**src/hdl/hrld_pkg.sv**
```systemverilog
// Shared constants, types and decode functions of the hex run-length decoder.
package hrld_pkg;

  localparam logic [7:0] CHAR_ZERO  = 8'h30;  // '0'
  localparam logic [7:0] CHAR_NINE  = 8'h39;  // '9'
  localparam logic [7:0] CHAR_UPPER_A = 8'h41;  // 'A'
  localparam logic [7:0] CHAR_UPPER_F = 8'h46;  // 'F'
  localparam logic [7:0] CHAR_SYM_LO  = 8'h47;  // 'G'
  localparam logic [7:0] CHAR_SYM_HI  = 8'h4E;  // 'N'
  localparam logic [4:0] HEX_RADIX_SHIFT = 5'd4;  // one hex digit is four bits (radix 16)

  localparam int unsigned FIFO_DEPTH = 4;
  localparam int unsigned FIFO_AW    = 2;

  localparam int unsigned PADDR_W = 2;
  localparam int unsigned PDATA_W = 32;
  localparam logic [PADDR_W-1:0] REG_ROW_WIDTH = 2'd0;
  localparam logic [7:0] ROW_WIDTH_RESET = 8'd16;

  typedef struct packed {
    logic       ok;
    logic [3:0] val;
  } hex_t;

  function automatic hex_t hex_decode(input logic [7:0] b);
    hex_t h;
    h.ok  = 1'b0;
    h.val = 4'd0;
    if (b >= CHAR_ZERO && b <= CHAR_NINE) begin
      h.ok  = 1'b1;
      h.val = 4'(b - CHAR_ZERO);
    end else if (b >= CHAR_UPPER_A && b <= CHAR_UPPER_F) begin
      h.ok  = 1'b1;
      h.val = 4'(b - CHAR_UPPER_A + 8'd10);
    end
    return h;
  endfunction

  function automatic logic is_symbol(input logic [7:0] b);
    return (b >= CHAR_SYM_LO) && (b <= CHAR_SYM_HI);
  endfunction

endpackage

```
**src/hdl/hrld_if.sv**
```systemverilog
// Valid/ready channel interfaces for the encoded byte input and the symbol output.
interface hrld_in_if;
  logic       valid;
  logic       ready;
  logic [7:0] in_byte;

  modport source (output valid, output in_byte, input ready);
  modport sink (input valid, input in_byte, output ready);
endinterface

interface hrld_out_if;
  logic       valid;
  logic       ready;
  logic [2:0] symbol_digit;
  logic       row_break;
  logic       run_last;

  modport source (output valid, output symbol_digit, output row_break, output run_last,
                  input ready);
  modport sink (input valid, input symbol_digit, input row_break, input run_last,
                output ready);
endinterface

```
**src/hdl/hrld_front.sv**
```systemverilog
// Front end: accepts encoded bytes, builds the repeat count and queues run commands.
module hrld_front #(
  parameter int unsigned MAX_RUN = 64,
  parameter int unsigned CNT_W   = 7
) (
  input  logic               clk,
  input  logic               rst_n,
  hrld_in_if.sink            in_chan,
  input  logic               q_full,
  output logic               q_push,
  output logic [CNT_W+2:0]   q_wdata
);

  localparam int unsigned NXT_W = CNT_W + 4;

  logic [CNT_W-1:0] pend_r, pend_nxt;
  logic             active_r, active_nxt;
  logic             accept;
  hrld_pkg::hex_t   hex;
  logic             sym;
  logic [NXT_W-1:0] acc;
  logic [CNT_W-1:0] run_len;
  logic [2:0]       digit;

  assign in_chan.ready = !q_full;
  assign accept        = in_chan.valid && !q_full;
  assign hex           = hrld_pkg::hex_decode(in_chan.in_byte);
  assign sym           = hrld_pkg::is_symbol(in_chan.in_byte);
  assign digit         = 3'(in_chan.in_byte - hrld_pkg::CHAR_SYM_LO);

  always_comb begin
    acc = active_r ? ((NXT_W'(pend_r) << hrld_pkg::HEX_RADIX_SHIFT) | NXT_W'(hex.val))
                   : NXT_W'(hex.val);
    run_len = active_r ? pend_r : CNT_W'(1);
    pend_nxt   = pend_r;
    active_nxt = active_r;
    q_push     = 1'b0;
    if (accept) begin
      if (hex.ok) begin
        // The count saturates; further digits leave it at the ceiling.
        pend_nxt   = (acc > NXT_W'(MAX_RUN)) ? CNT_W'(MAX_RUN) : acc[CNT_W-1:0];
        active_nxt = 1'b1;
      end else begin
        pend_nxt   = '0;
        active_nxt = 1'b0;
        q_push     = sym && (run_len != '0);
      end
    end
  end

  assign q_wdata = {digit, run_len};

  always_ff @(posedge clk) begin
    if (!rst_n) begin
      pend_r   <= '0;
      active_r <= 1'b0;
    end else begin
      pend_r   <= pend_nxt;
      active_r <= active_nxt;
    end
  end

`ifndef SYNTHESIS
  a_pend_bound: assert property (@(posedge clk) disable iff (!rst_n)
    pend_r <= CNT_W'(MAX_RUN))
    else $error("pending count above ceiling");
  a_no_push_full: assert property (@(posedge clk) disable iff (!rst_n)
    q_push |-> !q_full)
    else $error("push into full queue");
  a_push_clears: assert property (@(posedge clk) disable iff (!rst_n)
    q_push |=> !active_r && pend_r == '0)
    else $error("count not cleared after a run");
`endif

endmodule

```
**src/hdl/hrld_fifo.sv**
```systemverilog
// Short command queue between the front end and the symbol emitter.
module hrld_fifo #(
  parameter int unsigned WIDTH = 10
) (
  input  logic             clk,
  input  logic             rst_n,
  input  logic             push,
  input  logic [WIDTH-1:0] wdata,
  input  logic             pop,
  output logic [WIDTH-1:0] rdata,
  output logic             full,
  output logic             empty
);

  logic [WIDTH-1:0]            mem_r [hrld_pkg::FIFO_DEPTH];
  logic [hrld_pkg::FIFO_AW-1:0] wptr_r, rptr_r;
  logic [hrld_pkg::FIFO_AW:0]   cnt_r, cnt_nxt;

  assign full  = (cnt_r == (hrld_pkg::FIFO_AW+1)'(hrld_pkg::FIFO_DEPTH));
  assign empty = (cnt_r == '0);
  assign rdata = mem_r[rptr_r];

  always_comb begin
    cnt_nxt = cnt_r;
    case ({push, pop})
      2'b10:   cnt_nxt = cnt_r + 1'b1;
      2'b01:   cnt_nxt = cnt_r - 1'b1;
      default: cnt_nxt = cnt_r;
    endcase
  end

  always_ff @(posedge clk) begin
    if (push) begin
      mem_r[wptr_r] <= wdata;
    end
  end

  always_ff @(posedge clk) begin
    if (!rst_n) begin
      wptr_r <= '0;
      rptr_r <= '0;
      cnt_r  <= '0;
    end else begin
      if (push) begin
        wptr_r <= wptr_r + 1'b1;
      end
      if (pop) begin
        rptr_r <= rptr_r + 1'b1;
      end
      cnt_r <= cnt_nxt;
    end
  end

`ifndef SYNTHESIS
  a_no_underflow: assert property (@(posedge clk) disable iff (!rst_n)
    pop |-> !empty)
    else $error("pop from empty queue");
  a_ptr_track: assert property (@(posedge clk) disable iff (!rst_n)
    (wptr_r - rptr_r) == cnt_r[hrld_pkg::FIFO_AW-1:0])
    else $error("queue pointers disagree with fill count");
  a_cnt_bound: assert property (@(posedge clk) disable iff (!rst_n)
    cnt_r <= (hrld_pkg::FIFO_AW+1)'(hrld_pkg::FIFO_DEPTH))
    else $error("queue fill count out of range");
`endif

endmodule

```
**src/hdl/hrld_back.sv**
```systemverilog
// Back end: expands queued runs into symbols, tracks the column and drives the output register.
module hrld_back #(
  parameter int unsigned CNT_W = 7
) (
  input  logic             clk,
  input  logic             rst_n,
  input  logic [7:0]       row_width,
  input  logic             q_empty,
  input  logic [CNT_W+2:0] q_rdata,
  output logic             q_pop,
  hrld_out_if.source       out_chan
);

  logic             busy_r, busy_nxt;
  logic [2:0]       digit_r, digit_nxt;
  logic [CNT_W-1:0] remain_r, remain_nxt;
  logic [7:0]       col_r, col_nxt;
  logic             ovalid_r, ovalid_nxt;
  logic [2:0]       odigit_r, odigit_nxt;
  logic             obrk_r, obrk_nxt;
  logic             olast_r, olast_nxt;
  logic             advance;
  logic             last;
  logic [8:0]       col_inc;
  logic             brk;

  assign advance = busy_r && (!ovalid_r || out_chan.ready);
  assign last    = (remain_r == CNT_W'(1));
  assign col_inc = {1'b0, col_r} + 9'd1;
  assign brk     = (col_inc >= {1'b0, row_width});
  assign q_pop   = !q_empty && (!busy_r || (advance && last));

  always_comb begin
    busy_nxt   = busy_r;
    digit_nxt  = digit_r;
    remain_nxt = remain_r;
    col_nxt    = col_r;
    ovalid_nxt = ovalid_r && !out_chan.ready;
    odigit_nxt = odigit_r;
    obrk_nxt   = obrk_r;
    olast_nxt  = olast_r;
    if (advance) begin
      ovalid_nxt = 1'b1;
      odigit_nxt = digit_r;
      obrk_nxt   = brk;
      olast_nxt  = last;
      col_nxt    = brk ? 8'd0 : col_inc[7:0];
      remain_nxt = remain_r - 1'b1;
      if (last) begin
        busy_nxt = 1'b0;
      end
    end
    if (q_pop) begin
      busy_nxt   = 1'b1;
      digit_nxt  = q_rdata[CNT_W+2:CNT_W];
      remain_nxt = q_rdata[CNT_W-1:0];
    end
  end

  always_ff @(posedge clk) begin
    if (!rst_n) begin
      busy_r   <= 1'b0;
      col_r    <= 8'd0;
      ovalid_r <= 1'b0;
    end else begin
      busy_r   <= busy_nxt;
      col_r    <= col_nxt;
      ovalid_r <= ovalid_nxt;
    end
  end

  always_ff @(posedge clk) begin
    digit_r  <= digit_nxt;
    remain_r <= remain_nxt;
    odigit_r <= odigit_nxt;
    obrk_r   <= obrk_nxt;
    olast_r  <= olast_nxt;
  end

  assign out_chan.valid        = ovalid_r;
  assign out_chan.symbol_digit = odigit_r;
  assign out_chan.row_break    = obrk_r;
  assign out_chan.run_last     = olast_r;

`ifndef SYNTHESIS
  a_busy_nonzero: assert property (@(posedge clk) disable iff (!rst_n)
    busy_r |-> remain_r != '0)
    else $error("emitter busy with nothing left to send");
  a_advance_fills: assert property (@(posedge clk) disable iff (!rst_n)
    advance |=> ovalid_r)
    else $error("emitted symbol not registered");
  a_last_idles: assert property (@(posedge clk) disable iff (!rst_n)
    (advance && last && !q_pop) |=> !busy_r)
    else $error("emitter still busy after final symbol");
`endif

endmodule

```
**src/hdl/hex_run_length_decoder.sv**
```systemverilog
// Hex run-length decoder: top level with configuration register and front/back split.
//
// Usage: encoded ASCII bytes arrive on in_chan (valid/ready). Uppercase hex digits
// build a repeat count that saturates at MAX_RUN; a letter G to N then emits digit
// 0 to 7 on out_chan, once without a count or count times with one. Each symbol
// carries run_last on the final one of its byte and row_break every row_width symbols.
// The row_width register sits at byte address 0 of the APB port (reset 16); the user
// must write it only while the decoder is idle: the block does not enforce this.
// A run byte passes through the run queue, the emitter's run registers and the output
// register before its first symbol shows; the emitter then produces one symbol a
// cycle unless out_chan stalls. Digit and other bytes are taken one a cycle while
// the four-entry run queue has room; in_chan.ready drops only when that queue is full.
// A stalled out_chan holds the current word and the emitter waits; the front end
// keeps taking bytes until the queue fills. Reset (rst_n low, synchronous) clears the
// count, the column, the queue and the output register.
module hex_run_length_decoder #(
  parameter int unsigned MAX_RUN = 64
) (
  input  logic                          clk,
  input  logic                          rst_n,
  hrld_in_if.sink                       in_chan,
  hrld_out_if.source                    out_chan,
  input  logic                          psel,
  input  logic                          penable,
  input  logic                          pwrite,
  input  logic [hrld_pkg::PADDR_W-1:0]  paddr,
  input  logic [hrld_pkg::PDATA_W-1:0]  pwdata,
  output logic [hrld_pkg::PDATA_W-1:0]  prdata,
  output logic                          pready
);

  localparam int unsigned CNT_W = $clog2(MAX_RUN + 1);
  localparam int unsigned CMD_W = CNT_W + 3;

  logic [7:0]       row_width_r, row_width_nxt;
  logic             q_push, q_pop, q_full, q_empty;
  logic [CMD_W-1:0] q_wdata, q_rdata;

  assign pready = 1'b1;
  assign prdata = (paddr == hrld_pkg::REG_ROW_WIDTH)
                  ? {{(hrld_pkg::PDATA_W-8){1'b0}}, row_width_r} : '0;

  always_comb begin
    row_width_nxt = row_width_r;
    if (psel && penable && pwrite && (paddr == hrld_pkg::REG_ROW_WIDTH)) begin
      row_width_nxt = pwdata[7:0];
    end
  end

  always_ff @(posedge clk) begin
    if (!rst_n) begin
      row_width_r <= hrld_pkg::ROW_WIDTH_RESET;
    end else begin
      row_width_r <= row_width_nxt;
    end
  end

  hrld_front #(
    .MAX_RUN (MAX_RUN),
    .CNT_W   (CNT_W)
  ) u_front (
    .clk     (clk),
    .rst_n   (rst_n),
    .in_chan (in_chan),
    .q_full  (q_full),
    .q_push  (q_push),
    .q_wdata (q_wdata)
  );

  hrld_fifo #(
    .WIDTH (CMD_W)
  ) u_fifo (
    .clk   (clk),
    .rst_n (rst_n),
    .push  (q_push),
    .wdata (q_wdata),
    .pop   (q_pop),
    .rdata (q_rdata),
    .full  (q_full),
    .empty (q_empty)
  );

  hrld_back #(
    .CNT_W (CNT_W)
  ) u_back (
    .clk       (clk),
    .rst_n     (rst_n),
    .row_width (row_width_r),
    .q_empty   (q_empty),
    .q_rdata   (q_rdata),
    .q_pop     (q_pop),
    .out_chan  (out_chan)
  );

endmodule

```
**src/flat_wrapper.sv**
```systemverilog
// flat-port wrapper written by rule: the top's interface ports become plain ports
module hex_run_length_decoder_flat 
#(
  parameter int unsigned MAX_RUN = 64
)
  (clk, rst_n, psel, penable, pwrite, paddr, pwdata, prdata, pready, in_chan_valid, in_chan_in_byte, in_chan_ready, out_chan_valid, out_chan_symbol_digit, out_chan_row_break, out_chan_run_last, out_chan_ready);
  hrld_in_if in_chan_i ();
  hrld_out_if out_chan_i ();
  input  logic clk;
  input  logic rst_n;
  input  logic psel;
  input  logic penable;
  input  logic pwrite;
  input  logic [hrld_pkg::PADDR_W-1:0] paddr;
  input  logic [hrld_pkg::PDATA_W-1:0] pwdata;
  output logic [hrld_pkg::PDATA_W-1:0] prdata;
  output logic pready;
  input wire logic [$bits(in_chan_i.valid)-1:0] in_chan_valid;
  input wire logic [$bits(in_chan_i.in_byte)-1:0] in_chan_in_byte;
  output wire logic [$bits(in_chan_i.ready)-1:0] in_chan_ready;
  output wire logic [$bits(out_chan_i.valid)-1:0] out_chan_valid;
  output wire logic [$bits(out_chan_i.symbol_digit)-1:0] out_chan_symbol_digit;
  output wire logic [$bits(out_chan_i.row_break)-1:0] out_chan_row_break;
  output wire logic [$bits(out_chan_i.run_last)-1:0] out_chan_run_last;
  input wire logic [$bits(out_chan_i.ready)-1:0] out_chan_ready;
  assign in_chan_i.valid = in_chan_valid;
  assign in_chan_i.in_byte = in_chan_in_byte;
  assign in_chan_ready = in_chan_i.ready;
  assign out_chan_valid = out_chan_i.valid;
  assign out_chan_symbol_digit = out_chan_i.symbol_digit;
  assign out_chan_row_break = out_chan_i.row_break;
  assign out_chan_run_last = out_chan_i.run_last;
  assign out_chan_i.ready = out_chan_ready;
  hex_run_length_decoder #(.MAX_RUN(MAX_RUN)) u_core (.clk(clk), .rst_n(rst_n), .in_chan(in_chan_i), .out_chan(out_chan_i), .psel(psel), .penable(penable), .pwrite(pwrite), .paddr(paddr), .pwdata(pwdata), .prdata(prdata), .pready(pready));
endmodule
```
**config.mk**
```make
export PLATFORM = sky130hd
export DESIGN_NAME = hex_run_length_decoder_flat
export DESIGN_NICKNAME = d
export VERILOG_FILES = /design/src/hdl/hrld_pkg.sv /design/src/hdl/hrld_if.sv /design/src/hdl/hrld_front.sv /design/src/hdl/hrld_fifo.sv /design/src/hdl/hrld_back.sv /design/src/hdl/hex_run_length_decoder.sv /design/src/flat_wrapper.sv
export SDC_FILE = /design/constraint.sdc
export NUM_CORES = 1
export LEC_CHECK = 0
export ABC_AREA = 1
export BUFFER_PORTS_ARGS = -buffer_cell sky130_fd_sc_hd__buf_2
export CORE_MARGIN = 2
export CORE_UTILIZATION = 35
export DETAILED_ROUTE_END_ITERATION = 12
export GPL_ROUTABILITY_DRIVEN = 1
export SETUP_SLACK_MARGIN = 0.5
export SYNTH_ARGS = -nofsm -noshare
export SYNTH_HDL_FRONTEND = slang
export SYNTH_SLANG_ARGS = --single-unit
export TNS_END_PERCENT = 100
```
**constraint.sdc**
```tcl
create_clock -name clk -period 2.73 [get_ports clk]
set_clock_uncertainty 0.1 [all_clocks]
set_input_delay 0.1365 -clock clk [delete_from_list [all_inputs] [get_ports clk]]
set_output_delay 0.1365 -clock clk [all_outputs]
set_load 0.01 [all_outputs]
```
Word-level counts from Yosys, hierarchy flattened

Memory sizes are Yosys's and may differ from the RTL's. A register that Yosys moved wholly into a read port is not among the register bits.
Index checks and enable logic that the tools add are counted.

Register bits after elaboration: 48
RAM bits: 40
Input bits: 49
Output and inout port bits: 40
Logic and storage cells: 86
Memories kept: 1

Add/subtract/negate cells: 10
Order comparisons: 8
Equality and inequality tests: 4
Multiplexer cells: 22
Bitwise operators: 1
Reduce and logical (&&, ||, !) cells: 26

Memory list:

| name                | words | width | rd ports | clocked after memory_dff | write ports | line            | text |
|---|---|---|---|---|---|---|---|
| u_core.u_fifo.mem_r | 4     | 10    | 1        | 1                        | 1           | hrld_fifo.sv:15 | `logic [WIDTH-1:0] mem_r [hrld_pkg::FIFO_DEPTH];` |

Operators by type and width:

| kind                                                                             | number |
|---|---|
| 7-bit two-way mux                                                                | 5 |
| 8-bit by 7-bit >= comparator with 1-bit output, second input constant            | 2 |
| 8-bit by 7-bit <= comparator with 1-bit output, second input constant            | 2 |
| 8-bit two-way mux                                                                | 2 |
| 1-bit logical AND                                                                | 12 |
| 11-bit by 7-bit greater-than comparator with 1-bit output, second input constant | 1 |
| 11-bit two-way mux                                                               | 1 |
| 11-bit by 4-bit bitwise OR with 11-bit output                                    | 1 |
| 5-bit two-way mux                                                                | 2 |
| 8-bit by 1-bit adder with 9-bit output, second input constant                    | 1 |
| 9-bit by 8-bit >= comparator with 1-bit output                                   | 1 |
| 1-bit two-way mux                                                                | 9 |
| 8-bit by 6-bit >= comparator with 1-bit output, second input constant            | 1 |
| 8-bit by 6-bit <= comparator with 1-bit output, second input constant            | 1 |
| 4-bit by 1-bit subtractor with 4-bit output, second input constant               | 2 |
| 7-bit by 1-bit equality test with 1-bit output, second input constant            | 1 |
| 7-bit nonzero test                                                               | 1 |
| 7-bit by 1-bit subtractor with 7-bit output, second input constant               | 1 |
| 3-bit case mux with 2 select lines                                               | 1 |
| 2-bit nonzero test                                                               | 3 |
| 1-bit zero test                                                                  | 5 |
| 2-bit by 1-bit adder with 2-bit output, second input constant                    | 2 |
| 4-bit adder, second input constant                                               | 1 |
| 2-bit two-way mux                                                                | 2 |
| 10 further kinds                                                                 | 11 |

Depth between registers and ports, before layout

Gate-level depths: netlist of run 1.

Depth after elaboration: 9
Mapped depth: 16
Mapped depth without buffers: 16

Hierarchy

A second synthesis of run 1 with hierarchy kept.

Cell total of the unflattened synthesis: 537
Area total of the unflattened synthesis: 4,744.6 sq um

By module, submodules not included:

| module                 | times used | cells each | area an instance (sq um) | sequential area each (sq um) |
|---|---|---|---|---|
| hrld_fifo              | 1          | 154        | 1,935.6                  | 1,381.3 |
| hrld_back              | 1          | 161        | 1,430.1                  | 650.6 |
| hrld_front             | 1          | 123        | 723.2                    | 160.2 |
| hex_run_length_decoder | 1          | 99         | 655.6                    | 160.2 |

Least setup slack after synthesis of run 1

Ideal clock, no wire load.

Kind: reg-to-reg
Start: register u_core.u_back.remain_r[1]
End: register u_core.u_fifo.cnt_r[2] (netlist bit)
Library setup time: 122 ps
Arrival: 2,225 ps
Data required time: 2,508 ps
Slack: 283 ps
Stages on the path, launching flop included: 15
Buffers on the path: 1
Clock period less this slack: 2,447 ps
Cell sequence: edfxtp_1 -> inv_1 -> ha_1 -> nand3_1 -> nor2_2 -> a21oi_2 -> a31oi_4 -> buf_6 -> ha_1 -> inv_1 -> fa_1 -> a21oi_1 -> o21ai_0 -> o21ai_0 -> a21oi_1

Cells in the longest elaborated chain, start to end: 6
Elaborated cells between the ends (all ways): 8
Classes of those cells: 3 x eq/ne; 1 x mux; 4 x reduce/logical

Ends and longest elaborated chain:

| item                                                                                  | line                         | text |
|---|---|---|
| start: declaration                                                                    | hrld_back.sv:16              | `logic [CNT_W-1:0] remain_r, remain_nxt;` |
| start signal: assignment                                                              | hrld_back.sv:74              | `remain_r <= remain_nxt;` |
| 7-bit by 1-bit equality test with 1-bit output *                                      | hrld_back.sv:28              | `assign last = (remain_r == CNT_W'(1));` |
| named net u_core.u_back.last                                                          | hrld_back.sv:23              | `logic last;` |
| 1-bit logical AND *                                                                   | hrld_back.sv:31              | `assign q_pop = !q_empty && (!busy_r \|\| (advance && last));` |
| 1-bit logical OR *                                                                    | hrld_back.sv:31              |  |
| 1-bit logical AND *                                                                   | hrld_back.sv:31              |  |
| named net u_core.q_pop                                                                | hex_run_length_decoder.sv:36 | `logic q_push, q_pop, q_full, q_empty;` |
| 2-bit by 1-bit equality test with 1-bit output or 2-bit equality test (tied branches) | hrld_fifo.sv:25              | `case ({push, pop})` |
| 3-bit case mux with 2 select lines or 2-bit nonzero test (tied branches)              | -                            |  |
| end signal: assignment                                                                | hrld_fifo.sv:50              | `cnt_r <= cnt_nxt;` |
| end: declaration                                                                      | hrld_fifo.sv:17              | `logic [hrld_pkg::FIFO_AW:0] cnt_r, cnt_nxt;` |

The timed path passes the listed nets; every way through them passes the cells marked *.
A chain may end at the register's enable or synchronous reset.

Final worst setup path of run 1

Start: register u_core.u_back.col_r[5]
End: register u_core.u_back.col_r[4]

Cells in the longest elaborated chain, start to end: 3

Ends and longest elaborated chain:

| item                                           | line            | text |
|---|---|---|
| start: declaration                             | hrld_back.sv:17 | `logic [7:0] col_r, col_nxt;` |
| start signal: assignment                       | hrld_back.sv:67 | `col_r <= col_nxt;` |
| 8-bit by 1-bit adder with 9-bit output         | hrld_back.sv:29 | `assign col_inc = {1'b0, col_r} + 9'd1;` |
| 9-bit by 8-bit >= comparator with 1-bit output | hrld_back.sv:30 | `assign brk = (col_inc >= {1'b0, row_width});` |
| 8-bit two-way mux                              | hrld_back.sv:47 | `col_nxt = brk ? 8'd0 : col_inc[7:0];` |

Every way passes these cells.

==> results of run 1 <==
## cell usage in the layout, fill, tap and decap left out, drive strengths merged
| cell type | count |
|---|---|
| o22ai | 9 |
| o211ai | 2 |
| a211o | 1 |
| inv | 58 |
| a21oi | 38 |
| xnor2 | 5 |
| bufinv | 1 |
| or2 | 2 |
| clkinvlp | 2 |
| clkinv | 2 |
| dlygate4sd3 | 9 |
| nand4 | 13 |
| nand2 | 67 |
| clkbuf | 10 |
| dfxtp | 35 |
| nand3 | 19 |
| fa | 1 |
| buf | 70 |
| ha | 20 |
| conb | 25 |
| xor2 | 7 |
| o21ai | 43 |
| edfxtp | 55 |
| nor2 | 61 |
| o21a | 1 |
| nor3 | 5 |
| a31oi | 3 |
| nor4 | 2 |
## per-stage QoR
stage	total power, µW	hold slack, ns
after floorplan	2610	0.175
after global placement	2830	0.316
after detailed placement	2870	0.311
after CTS	4250	0.0722
after global routing	4560	0.0861
final	4300	0.0949
## power by group
part	switching (µW)	total (µW)	leakage, µW	internal (µW)
combinational	734	1200	0.00140	467
clock	535	1260	0.000141	721
sequential	140	1840	0.000819	1700
total	1410	4300	0.00236	2890
## metal layers
layer	wire [µm]	GRT usage (%)	vias up
met1	4280	17.2	1620
met3	333	3.78	9
met2	5010	24.0	84
met5	0	0	-
met4	87	4.14	0
li1	-	-	1745
## timing repair
action	CTS	global route
hold buffers	9	0
pin swaps	23	22
cloned	1	0
endpoints found under the hold margin	9	0
gates resized for setup	50	15
buffers inserted	18	5
setup endpoints to repair	18	57
## final cells by class
class	instances	area share, %
Clock buffer	10	4.01
Sequential cell	90	41.5
Tap cell	172	3.77
Timing Repair Buffer	79	9.07
Multi-Input combinational cell	324	36.5
Clock inverter	6	1.29
Inverter	57	3.83
## state kept, by name, summed over array words and instances, names as in the netlist, 2 cells and up, named ones only
name	count
u_core.u_back.digit_r	3
u_core.u_fifo.cnt_r	3
u_core.u_back.col_r	8
u_core.u_fifo.mem_r	40
u_core.row_width_r	8
u_core.u_fifo.rptr_r	2
u_core.u_front.pend_r	7
u_core.u_back.remain_r	7
u_core.u_back.out_chan.symbol_digit	3
u_core.u_fifo.wptr_r	2
## critical path, stage by stage (launching register included)
cell and delay, ns:
dfxtp_2 0.34, nand2_2 0.08, nor4_4 0.28, nand2_1 0.13, xnor2_2 0.16, ha_1 0.33, nand4_1 0.21, o21ai_2 0.30
nor2_4 0.10, nand4_1 0.10, a21oi_1 0.07
## final timing paths
path                                                       to  slack (ns)
min reg2reg  u_core.u_back.out_chan.symbol_digit[1]$_DFFE_PP_        0.33
min                        u_core.row_width_r[4]$_SDFFE_PN1P_        0.09
max reg2reg               u_core.u_back.col_r[4]$_SDFFE_PN0P_        0.39
max                       u_core.u_back.col_r[4]$_SDFFE_PN0P_        0.39
## logic make-up after synthesis
family / after synthesis / synth area share [%]
DFF: 90 / 51.6
AOI/OAI and AO/OA: 97 / 12.1
adders and majority gates: 21 / 5.93
and+or+nand+nor: 168 / 17.8
other: 2 / 0.165
xor gates and xnor gates: 12 / 2.31
buffers and inverters: 93 / 10.1
==> impl_metrics.yaml, run 1 <==
cts:
  cts_sinks: 90
  clock_path_buffers: 2
  clk_pin_slew_ns: 0.06
  cts_tree: "built"
  cts-root-buf: "clkbuf_16"
  numCtsBuffers: 9
  insertion_delay_ns: 0.34
  htree_levels: 3
final_layout:
  finalNetCount: 631
  antennaDiodeCount: 0
  synthToLayoutAreaGrowth_pct: 25.4
  post-route-cell-area_mm2: 0.00571
  seqCellArea_mm2: 0.00237
  multi_input_area_mm2: 0.00208
  layoutNonFillerInstCount: 738
  drive_gt1_share_pct: 29.5
  fin_util_pct: 45.1
  n_fill_cell: 1208
power_and_ir_drop:
  power_density_mw_per_mm2: 752
  power.leakage_uw: 0.00236
  vdd_drop_max_mv: 0.322
synthesis:
  netlist.area_leader.share_pct: 36.3
  synthDistinctLibCells: 39
  synth_area_mm2: 0.00455
  yosys_register_bits: 90
  synth_area_leaders: "edfxtp_1, dfxtp_1, ha_1"
  synth_most_common_cell: "nand2_1"
  avgSynthCellArea_um2: 9.43
  synth_edf_count: 55
  synth_flop_cell: "edfxtp_1"
  syn_inst: 483
  synth-async-reset-ratio_pct: 0
  synth_area_leader_cell: "edfxtp_1"
  yosysWarnings: 0
  ys_seq_area_share_pct: 51.6
  ys_top_cells_by_count: "nand2_1, edfxtp_1, inv_1, nor2_1, o21ai_0"
floorplan:
  rows: 41
  dieArea_mm2: 0.0139
  pin_count: 89
  initial_core_util_pct: 35.9
  die-width_um: 118
  core_area_mm2: 0.0127
  die_h_um: 118
timing:
  tns_ns: 0
  period_needed_ns: 2.34
  max-slew-margin-rel_pct: 57.5
  setup_ws_ns: 0.394
  finalHoldViolations: 0
  fmax_mhz: 428
  tightest_slew_ns: 0.633
  finalMaxSlewViolations: 0
  setup_viol: 0
  period_share_pct: 85.6
  grt_setup_unrepaired: "true"
global_routing:
  grt_pass1_wl_um: 15800
  antenna_found_initial: 0
  grt_usage_pct: 14.0
  grt_start_max_net_pins: 22
  grt-ovfl-total: 0
  grt_pass1_vias: 3308
detailed_routing:
  drt_iter0_markers: 183
  drt-total-wl_um: 9710
  ant_nets: 0
  wire_per_inst_um: 13.2
  detail_route.vias_per_cell: 4.69
  drc: 0
  vias: 3458
  drt_pass1_iterations: 4
placement:
  pre_cts_slack_ns: 0.213
  placedInstanceArea_mm2: 0.00487
  dp_cells: 689
  portBuffers: 39
  globalplace.congestion: 0.822
  dp.final_hpwl_um: 6330
critical_path:
  crit_fanout: 5
  arrival_ns: 2.44
  required_ns: 2.84
  r2r-start: "u_core.u_back.col_r[5]$_SDFFE_PN0P_"
  crit_path_start: "u_core.u_back.col_r[5]$_SDFFE_PN0P_"
  crit_type: "reg2reg"
  startpoint_type: "flop"
  endpoint_kind: "flop"
  worstRegToRegCells: 10
min_path:
  min_from: "rst_n"
  hold_class: "in2reg"
  min_path_cells: 2
job:
  max-cap-violations: 0
outcome:
  outcome: "complete, no violations"
Power figures use the tool's default switching activity.
==> run 2: changes to the inputs <==
--- a/config.mk
+++ b/config.mk
@@ -9,8 +9,11 @@
 export BUFFER_PORTS_ARGS = -buffer_cell sky130_fd_sc_hd__buf_2
 export CORE_MARGIN = 2
 export CORE_UTILIZATION = 35
+export CTS_CLUSTER_SIZE = 12
 export DETAILED_ROUTE_END_ITERATION = 12
 export GPL_ROUTABILITY_DRIVEN = 1
+export GPL_TIMING_DRIVEN = 0
+export PLACE_DENSITY = 0.51
 export SETUP_SLACK_MARGIN = 0.5
 export SYNTH_ARGS = -nofsm -noshare
 export SYNTH_HDL_FRONTEND = slang
==> impl_metrics.yaml, run 2 (synthesis results as in run 1) <==
detailed_routing:
  ant_nets: 0
  drt_pass1_iterations: 4
  detail_route.vias_per_cell: 4.61
  vias: 3599
  wire_per_inst_um: 13.8
  drt-total-wl_um: 10700
  drt_iter0_markers: 165
  drc: 0
min_path:
  min_path_cells: 3
  hold_end: "u_core.row_width_r[6]$_SDFFE_PN0P_"
  hold_class: "in2reg"
  min_from: "pwdata[6]"
cts:
  cts_tree: "built"
  cts-root-buf: "clkbuf_16"
  clock_path_buffers: 2
  numCtsBuffers: 9
  cts_sinks: 90
  clk_pin_slew_ns: 0.06
  htree_levels: 3
  insertion_delay_ns: 0.34
critical_path:
  arrival_ns: 2.62
  path_cells: "nor2_2, nand3_4, nor2_4, a21oi_4, a31oi_4, buf_8, ha_4, inv_4, fa_2, a21oi_2, o21ai_2, o21ai_1, a21oi_1"
  slowest_stage: "edfxtp_1"
  endpoint_kind: "flop"
  r2r-end: "u_core.u_fifo.cnt_r[2]$_SDFFE_PN0P_"
  cpPeakStageDelay_ns: 0.41
  crit_path_start: "u_core.u_back.remain_r[5]$_DFFE_PP_"
  r2r-start: "u_core.u_back.remain_r[5]$_DFFE_PP_"
  worstRegToRegCells: 13
  crit_fanout: 2
  startpoint_type: "flop"
  required_ns: 2.86
  reg2reg_slack_ns: 0.24
  crit_type: "reg2reg"
timing:
  setup_viol: 0
  period_needed_ns: 2.49
  grt_setup_unrepaired: "true"
  period_share_pct: 91.3
  tns_ns: 0
  finalMaxSlewViolations: 0
  fmax_mhz: 401
  max-slew-margin-rel_pct: 51.2
  finalHoldViolations: 0
  tightest_slew_ns: 0.732
  hold-worst-slack_ns: 0.0167
job:
  max-cap-violations: 0
final_layout:
  synthToLayoutAreaGrowth_pct: 32.8
  finalNetCount: 673
  fin_util_pct: 47.7
  largest_reg_flops: 40
  top_regs: "u_core.u_fifo.mem_r (40), u_core.row_width_r (8), u_core.u_back.col_r (8)"
  drive_gt1_share_pct: 34.4
  final_cell_mix: "buf_4, edfxtp_1, nand2_1"
  top_register: "u_core.u_fifo.mem_r"
  antennaDiodeCount: 0
outcome:
  outcome: "complete, no violations"
power_and_ir_drop:
  power_density_mw_per_mm2: 727
  total_power_uw: 4400
  power.leakage_uw: 0.00256
  vdd_drop_max_mv: 0.310
floorplan:
  dieArea_mm2: 0.0139
  core_area_mm2: 0.0127
  pin_count: 89
  rows: 41
  die_h_um: 118
  die-width_um: 118
  initial_core_util_pct: 35.9
global_routing:
  grt-ovfl-total: 0
  grt_pass1_vias: 3540
  antenna_found_initial: 0
  grt_pass1_wl_um: 17400
  grt_usage_pct: 15.8
  grt_start_max_net_pins: 16
placement:
  portBuffers: 39
  dp.final_hpwl_um: 7080
  globalplace.congestion: 0.847
## run 2: timing repair
| action | CTS | global route |
|---|---|---|
| pin swaps | 24 | 26 |
| hold buffers | 7 | 0 |
| gates cloned | 1 | 0 |
| setup buffers | 26 | 13 |
| endpoints found under the setup margin | 59 | 64 |
| hold endpoints to repair | 7 | 0 |
| gates resized for setup | 59 | 23 |
## run 2: report_power, final
group | leakage, µW | internal (µW) | switching (µW)
logic | 0.00161 | 595 | 878
registers | 0.000818 | 1700 | 112
clock network | 0.000134 | 611 | 500
## run 2: routing by layer
| layer | track usage, % | share of wire, % |
|---|---|---|
| met1 | 20.0 | 45 |
| met2 | 26.5 | 50 |
| met3 | 3.05 | 3.6 |
| met4 | 6.02 | 1.3 |
| met5 | 0 | 0 |
## run 2: cell type report
class,instances,area [µm²]
buffer,36,251
clock buffer,10,229
clock inverter,6,33.8
fill,1196,6620
inverter,57,219
multi-input combinational,324,2120
sequential,90,2370
tap,172,215
timing repair buffer,85,609
## run 2: how the worst max path moves through the flow
stage / endpoint / slack (ns)
finish: u_core.u_fifo.cnt_r[2]$_SDFFE_PN0P_ / 0.24
global route: u_core.u_fifo.cnt_r[2]$_SDFFE_PN0P_ / 0.08
CTS: u_core.u_fifo.cnt_r[2]$_SDFFE_PN0P_ / 0.24
detailed placement: u_core.u_fifo.cnt_r[2]$_SDFFE_PN0P_ / -0.12
global placement: u_core.u_fifo.cnt_r[2]$_SDFFE_PN0P_ / -0.08
floorplan: u_core.u_fifo.cnt_r[2]$_SDFFE_PN0P_ / 0.35
## run 2: critical path, delay by kind of cell, from the launching register on
kind | cells | cell delay (ns)
compound gates | 6 | 0.71
fa+ha+maj | 2 | 0.48
buf+inv | 2 | 0.18
flops | 1 | 0.41
simple gates | 3 | 0.50
## run 2: stage by stage
stage / std cells / cell area (µm²) / setup slack (ns)
after floorplan: 506 / 4640 / 0.346
after global placement: 717 / 5050 / -0.0784
after detailed placement: 717 / 5050 / -0.122
after CTS: 767 / 5830 / 0.243
after global routing: 780 / 6050 / 0.0760
final: 780 / 6050 / 0.238
==> run 3: changes to the inputs <==
--- a/config.mk
+++ b/config.mk
@@ -13,7 +13,6 @@
 export DETAILED_ROUTE_END_ITERATION = 12
 export GPL_ROUTABILITY_DRIVEN = 1
 export GPL_TIMING_DRIVEN = 0
-export PLACE_DENSITY = 0.51
 export SETUP_SLACK_MARGIN = 0.5
 export SYNTH_ARGS = -nofsm -noshare
 export SYNTH_HDL_FRONTEND = slang
==> impl_metrics.yaml, run 3 (synthesis results as in run 1) <==
cts:
  clk_pin_slew_ns: 0.06
  cts_tree: "built"
  insertion_delay_ns: 0.34
  cts_sinks: 90
  numCtsBuffers: 9
  clock_path_buffers: 2
  htree_levels: 3
  cts-root-buf: "clkbuf_16"
critical_path:
  r2r-end: "u_core.u_fifo.cnt_r[2]$_SDFFE_PN0P_"
  cpPeakStageDelay_ns: 0.43
  path_cells: "nor2_2, nand3_4, nor2_4, a21oi_4, a31oi_4, buf_6, ha_4, inv_4, fa_2, a21oi_2, o21ai_2, o21ai_1, a21oi_1"
  worstRegToRegCells: 13
  slowest_stage: "edfxtp_1"
  crit_type: "reg2reg"
  reg2reg_slack_ns: 0.32
  cpLargestDelayFamily: "compound AO/OA/AOI/OAI gates"
  required_ns: 2.85
  arrival_ns: 2.53
  startpoint_type: "flop"
  endpoint_kind: "flop"
  path_buf_inv: 2
  r2r-start: "u_core.u_back.remain_r[4]$_DFFE_PP_"
  crit_fanout: 3
timing:
  tightest_slew_ns: 0.626
  period_needed_ns: 2.41
  tns_ns: 0
  grt_setup_unrepaired: "true"
  period_share_pct: 88.4
  max-slew-margin-rel_pct: 58.3
  setup_ws_ns: 0.318
  hold-worst-slack_ns: 0.00308
  setup_viol: 0
  finalHoldViolations: 0
  finalMaxSlewViolations: 0
  fmax_mhz: 415
min_path:
  hold_class: "in2reg"
  min_from: "pwdata[5]"
  min_path_cells: 3
  hold_end: "u_core.row_width_r[5]$_SDFFE_PN0P_"
final_layout:
  antennaDiodeCount: 0
  drive_gt1_share_pct: 32.7
  largest_reg_flops: 40
  synthToLayoutAreaGrowth_pct: 33.0
  final_cell_mix: "buf_4, edfxtp_1, nand2_1"
  top_register: "u_core.u_fifo.mem_r"
  final_common_cell: "buf_4"
  top_regs: "u_core.u_fifo.mem_r (40), u_core.row_width_r (8), u_core.u_back.col_r (8)"
  layoutNonFillerInstCount: 778
  finalNetCount: 671
detailed_routing:
  drt_iter0_markers: 249
  wire_per_inst_um: 13.0
  drt_pass1_iterations: 5
  wl_met3_um: 429
  detail_route.vias_per_cell: 4.63
  met2_length_um: 5220
  drt-total-wl_um: 10100
  top_layer_used: "met4"
  vias: 3606
  drc: 0
  ant_nets: 0
  wirelength_met1_um: 4250
global_routing:
  grt_pass1_vias: 3525
  grt-ovfl-total: 0
  grt_start_max_net_pins: 16
  antenna_found_initial: 0
  grt_pass1_wl_um: 16500
  grt_usage_pct: 14.7
placement:
  pre_cts_slack_ns: -0.108
  dp_cells: 717
  dp.final_hpwl_um: 6920
  portBuffers: 39
  globalplace.congestion: 0.775
floorplan:
  die-width_um: 118
  initial_core_util_pct: 35.9
  rows: 41
  die_h_um: 118
  dieArea_mm2: 0.0139
  pin_count: 89
  core_area_mm2: 0.0127
outcome:
  outcome: "complete, no violations"
power_and_ir_drop:
  power_density_mw_per_mm2: 753
  vdd_drop_max_mv: 0.379
  power.leakage_uw: 0.00257
job:
  max-cap-violations: 0
-- run 3: cell count changes in the layout (fill, tap and decap cells not counted), moves of 3 or more --
cell     delta
buf_6       -5
nand3_1     +3
a21oi_2     -7
buf_4       +4
a21oi_1     +7
nand2_2     -3
nand3_2     -3
-- run 3: per-stage QoR --
step / power [µW] / cell area (µm²) / utilization, %
after floorplan: 2610 / 4640 / -
after global placement: 2890 / 5050 / 39.9
after detailed placement: 2930 / 5050 / 39.9
after CTS: 4470 / 5880 / 46.4
after global routing: 4830 / 6060 / 47.8
final: 4560 / 6060 / 47.8
-- run 3: per-layer routing --
| metal | up-vias | track usage [%] |
|---|---|---|
| li1 | 1820 | - |
| met1 | 1675 | 17.0 |
| met2 | 93 | 26.0 |
| met3 | 18 | 3.00 |
| met4 | 0 | 6.48 |
| met5 | - | 0 |
-- run 3: report_power, final --
part	internal (µW)	switching (µW)	total (µW)	leakage (µW)
logic	600	833	1430	0.00160
registers	1700	119	1820	0.000819
clock network	803	508	1310	0.000149
total	3100	1460	4560	0.00257
-- run 3: worst max path at each step --
stage | endpoint | slack [ns] | start | cells past startpoint
floorplan | u_core.u_fifo.cnt_r[2]$_SDFFE_PN0P_ | 0.35 | u_core.u_back.remain_r[1]$_DFFE_PP_ | 14
global placement | u_core.u_fifo.cnt_r[2]$_SDFFE_PN0P_ | 0.001 | u_core.u_back.remain_r[1]$_DFFE_PP_ | 14
detailed placement | u_core.u_fifo.cnt_r[2]$_SDFFE_PN0P_ | -0.11 | u_core.u_back.remain_r[1]$_DFFE_PP_ | 14
CTS | u_core.u_fifo.cnt_r[2]$_SDFFE_PN0P_ | 0.27 | u_core.u_front.active_r$_SDFFE_PN0P_ | 15
global route | u_core.u_fifo.cnt_r[2]$_SDFFE_PN0P_ | 0.17 | u_core.u_back.remain_r[4]$_DFFE_PP_ | 13
finish | u_core.u_fifo.cnt_r[2]$_SDFFE_PN0P_ | 0.32 | u_core.u_back.remain_r[4]$_DFFE_PP_ | 13
-- run 3: worst register-to-register path, stage by stage, from the launching register on --
cell	delay (ns)
edfxtp_1	0.43
nor2_2	0.18
nand3_4	0.09
nor2_4	0.20
a21oi_4	0.09
a31oi_4	0.18
buf_6	0.14
ha_4	0.13
inv_4	0.03
fa_2	0.35
a21oi_2	0.14
o21ai_2	0.07
o21ai_1	0.11
a21oi_1	0.05
-- run 3: final cells by class --
cell class | count | area (µm²)
fill | 1178 | 6610
sequential | 90 | 2370
multi-input combinational | 324 | 2100
timing repair buffer | 83 | 584
buffer | 36 | 244
clock buffer | 10 | 229
inverter | 57 | 219
tap | 172 | 215
clock inverter | 6 | 88.8
-- run 3: timing repair --
| action | CTS | global route |
|---|---|---|
| gates cloned | 1 | 0 |
| hold buffers | 5 | 0 |
| buffers inserted | 25 | 14 |
| pin swaps | 25 | 19 |
| hold endpoints to repair | 5 | 0 |
| gates resized for setup | 53 | 14 |
| endpoints found under the setup margin | 59 | 58 |
